$ cat config.mk
export PLATFORM = sky130hd
export DESIGN_NAME = bdeq_ctrl
export DESIGN_NICKNAME = d
export VERILOG_FILES = /design/src/sv/bdeq_pkg.sv /design/src/sv/bdeq_ctrl.sv
export SDC_FILE = /design/constraint.sdc
export NUM_CORES = 1
export LEC_CHECK = 0
export ABC_AREA = 1
export BUFFER_PORTS_ARGS = -buffer_cell sky130_fd_sc_hd__buf_2
export CORE_AREA = 5 5 42 44
export DETAILED_ROUTE_END_ITERATION = 8
export DIE_AREA = 0 0 47 49
export HOLD_SLACK_MARGIN = 0.02
export PLACE_DENSITY = 0.36
export SETUP_SLACK_MARGIN = 0.02
export SLEW_MARGIN = 10
export SYNTH_ARGS = -nofsm -noshare
export SYNTH_HDL_FRONTEND = slang
export SYNTH_SLANG_ARGS = --single-unit
$ cat constraint.sdc
create_clock -name clk -period 1.7 [get_ports clk]
set_input_delay 0.085 -clock clk [delete_from_list [all_inputs] [get_ports clk]]
set_output_delay 0.085 -clock clk [all_outputs]
set_load 0.05 [all_outputs]
$ cat src/sv/bdeq_pkg.sv
`timescale 1ns / 1ps

package bdeq_pkg;

    localparam int ACTION_W = 3;
    localparam int STATUS_W = 2;
    localparam int WORD_W   = 64;
    localparam int OCC_W    = 7;

    localparam logic [ACTION_W-1:0] ACT_PUSH_BACK  = 3'd0;
    localparam logic [ACTION_W-1:0] ACT_PUSH_FRONT = 3'd1;
    localparam logic [ACTION_W-1:0] ACT_POP_BACK   = 3'd2;
    localparam logic [ACTION_W-1:0] ACT_POP_FRONT  = 3'd3;
    localparam logic [ACTION_W-1:0] ACT_CLEAR      = 3'd4;
    localparam logic [ACTION_W-1:0] ACT_REVERSE    = 3'd5;

    localparam logic [STATUS_W-1:0] STAT_OK    = 2'd0;
    localparam logic [STATUS_W-1:0] STAT_EMPTY = 2'd1;
    localparam logic [STATUS_W-1:0] STAT_FULL  = 2'd2;

    typedef enum logic [2:0] {
        S_IDLE = 3'b001,
        S_EXEC = 3'b010,
        S_RESP = 3'b100
    } ctrl_state_t;

    typedef struct packed {
        logic load;
        logic exec;
    } dp_cmd_t;

endpackage

$ cat src/sv/bdeq_ctrl.sv
`timescale 1ns / 1ps

module bdeq_ctrl
(
    input  logic              clk,
    input  logic              rst_n,
    input  logic              start,
    output logic              busy,
    output logic              done,
    output bdeq_pkg::dp_cmd_t cmd
);
    import bdeq_pkg::*;

    ctrl_state_t state_reg;
    ctrl_state_t state_next;
    logic        accept;

    assign busy   = (state_reg == S_EXEC);
    assign done   = (state_reg == S_RESP);
    assign accept = start && !busy;

    assign cmd.load = accept;
    assign cmd.exec = (state_reg == S_EXEC);

    always_comb
    begin
        state_next = state_reg;
        case (state_reg)
            S_IDLE:
            begin
                if (accept)
                    state_next = S_EXEC;
            end
            S_EXEC:
            begin
                state_next = S_RESP;
            end
            S_RESP:
            begin
                // take the next beat while this result is on the ports
                state_next = accept ? S_EXEC : S_IDLE;
            end
            default:
            begin
                state_next = S_IDLE;
            end
        endcase
    end

    always_ff @(posedge clk or negedge rst_n)
    begin
        if (!rst_n)
            state_reg <= S_IDLE;
        else
            state_reg <= state_next;
    end

endmodule

==> impl_metrics.py <==
metrics = {
    "status": {
        "status": "complete, no violations",
    },
    "floorplanning": {
        "rows": 14,
        "ioPinCount": 7,
        "core_um2": 1400,
        "start_util_pct": 11.2,
        "die-area_um2": 2300,
        "die_w_um": 47,
        "die_y_um": 49,
    },
    "power": {
        "p_comb_share_pct": 40.2,
        "switchingPower_uw": 169,
        "p_per_area_nw_per_um2": 1710,
        "p_int_uw": 238,
        "sw_frac_of_total_pct": 41.5,
        "power_leakage_nw": 0.148,
        "p_total_uw": 408,
        "peakVddDrop_mv": 0.472,
        "seq_power_share_pct": 29.6,
        "clkPwrFrac_pct": 30.2,
    },
    "timing": {
        "min_period_over_period_pct": 77.9,
        "worst_slew_pin_slew_ns": 0.252,
        "drv_slew": 0,
        "period_needed_ns": 1.33,
        "clock_skew_ns": 0.00246,
        "slew_headroom_pct": 83.3,
        "hold_viol": 0,
        "whs_ns": 0.176,
        "finalSetupViolCount": 0,
        "finalSetupTns_ns": 0,
        "rsz0062_at_grt": "no",
        "fmax_mhz": 755,
        "layout_setup_ws_ns": 0.375,
    },
    "run": {
        "maxCapViolCount": 0,
    },
    "logic_synthesis": {
        "yosysSeqAreaShare_pct": 48.4,
        "yosys_warnings": 0,
        "synthCells": 20,
        "synth.ff_latch_count": 3,
        "synthesis.nets": 23,
        "synth_cell_type_count": 10,
        "avgSynthCellArea_um2": 7.88,
        "synth_area_um2": 158,
    },
    "place": {
        "place_area_um2": 193,
        "dp.cells": 40,
        "place_ws_ns": 0.606,
        "io_buffer_count": 6,
        "gp_congestion": 0.644,
    },
    "global_routing": {
        "grt_pass1_wl_um": 676,
        "overflow": 0,
        "antenna_found_initial": 0,
        "grt_start_max_net_pins": 4,
        "grt_pass1_vias": 171,
        "track_usage_pct": 4.58,
    },
    "critical_path": {
        "max_stage_delay_ns": 0.53,
        "crit_arrival_ns": 1.24,
        "start_kind": "flop",
        "worstPathRequired_ns": 1.62,
        "cp_top_family": "flip-flops",
        "crit_fanout": 3,
        "r2r_setup_slack_ns": 0.77,
        "crit_type": "reg -> out",
        "r2r_start": "state_reg[0]",
        "path_buf_inv": 2,
        "reg2reg_depth": 4,
        "path_cells": "nor2_1, nand2_2, nand2_1, inv_1, buf_2",
        "cp-end-kind": "primary output",
        "reg2reg_to": "state_reg[1]",
        "cp_slowest_cell": "dfstp_2",
    },
    "clock_network": {
        "postCtsSetupRepairBufs": 0,
        "cts_root_buffer": "clkbuf_4",
        "cts.sinks": 3,
        "cts_htree_levels": 1,
        "cts_tree": "done",
        "cts-resized-gates": 0,
        "clock_path_buffers": 2,
        "clock_latency_ns": 0.23,
        "path_clk_slew_ns": 0.04,
        "numCtsBuffers": 3,
    },
    "cells_and_area": {
        "fin_util_pct": 17.1,
        "largest_reg_flops": 3,
        "fillCellCount": 170,
        "drive_gt1_share_pct": 40.0,
        "n_antenna_cell": 0,
        "areaGrowthSynthToFinish_pct": 51.6,
        "nNetsFinal": 34,
        "final_area_um2": 239,
        "final_cells": 46,
    },
    "route": {
        "drcViolationCount": 0,
        "via_per_inst": 3.11,
        "wire_per_inst_um": 6.87,
        "ant_nets": 0,
        "via_count": 143,
        "dr.pass1.iters": 2,
        "finalWirelength_um": 316,
        "drtIter0Drc": 2,
    },
    "worst_hold_path": {
        "hold_class": "in -> async",
    },
}
## what timing repair did
item	CTS	global route
endpoints found under the hold margin	4	0
hold buffers	2	0
setup endpoints to repair	0	0
## worst reg2reg max path: stages, from the launching register on
cell and delay [ns]:
dfstp_2 0.53, nor2_1 0.05, nand2_2 0.07, nand2_1 0.07
a21oi_1 0.13
## power groups by stage
stage          Sequential, mW  Clock [mW]  Combinational (mW)
2_1_floorplan           0.118           0               0.143
3_3_place_gp            0.124           0               0.163
3_5_place_dp            0.122           0               0.162
4_1_cts                 0.121       0.130               0.166
5_1_grt                 0.128       0.141               0.180
6_report                0.121       0.123               0.164
## per-layer routing
layer | up-vias | share of wire [%] | global-route usage [%]
li1 | 75 | - | -
met1 | 62 | 41 | 4.19
met2 | 6 | 47 | 5.66
met3 | 0 | 11 | 5.54
met4 | 0 | 0 | 2.76
met5 | - | 0 | 0
## layout make-up
class / instances / area (um2) / share of cell area [%]
Multi-Input combinational cell: 9 / 43.8 / 18.3
Sequential cell: 3 / 76.3 / 31.9
Tap cell: 16 / 20.0 / 8.38
Timing Repair Buffer: 8 / 50.0 / 20.9
Clock buffer: 4 / 26.3 / 11.0
Inverter: 6 / 22.5 / 9.42
## cells in the mapped netlist, drive strengths merged
| cell type | n | area (um2) |
|---|---|---|
| nand3 | 1 | 5.00 |
| a21oi | 2 | 13.8 |
| buf | 2 | 15.0 |
| inv | 6 | 22.5 |
| nand2 | 4 | 17.5 |
| dfrtp | 2 | 50.1 |
| dfstp | 1 | 26.3 |
| nor2 | 2 | 7.51 |
## cells in the final DEF (no fill, tap or decap)
master	synthesis	final
nand2_1	3	3
dfrtp_1	2	2
a21oi_1	1	1
dlygate4sd3_1	0	2
clkbuf_4	0	3
clkbuf_1	0	1
nand2_2	1	1
nor2_1	2	2
nand3_1	1	1
buf_2	0	6
dfstp_2	1	1
a21oi_2	1	1
inv_1	6	6
## kinds of logic after synthesis
group           after synthesis  synth area share [%]
compound gates                2                  8.73
buf+inv                       8                  23.8
flops                         3                  48.4
simple gates                  7                  19.0
## worst max path at each step
stage | endpoint | slack, ns | start | cells past startpoint
floorplan | cmd[0] | 0.44 | state_reg[0] | 4
global placement | cmd[1] | 0.59 | state_reg[0] | 5
detailed placement | cmd[1] | 0.61 | state_reg[0] | 5
CTS | cmd[1] | 0.36 | state_reg[0] | 5
global route | cmd[1] | 0.27 | state_reg[0] | 5
finish | cmd[1] | 0.37 | state_reg[0] | 5
No activity file was read; power rests on OpenSTA's default activity.
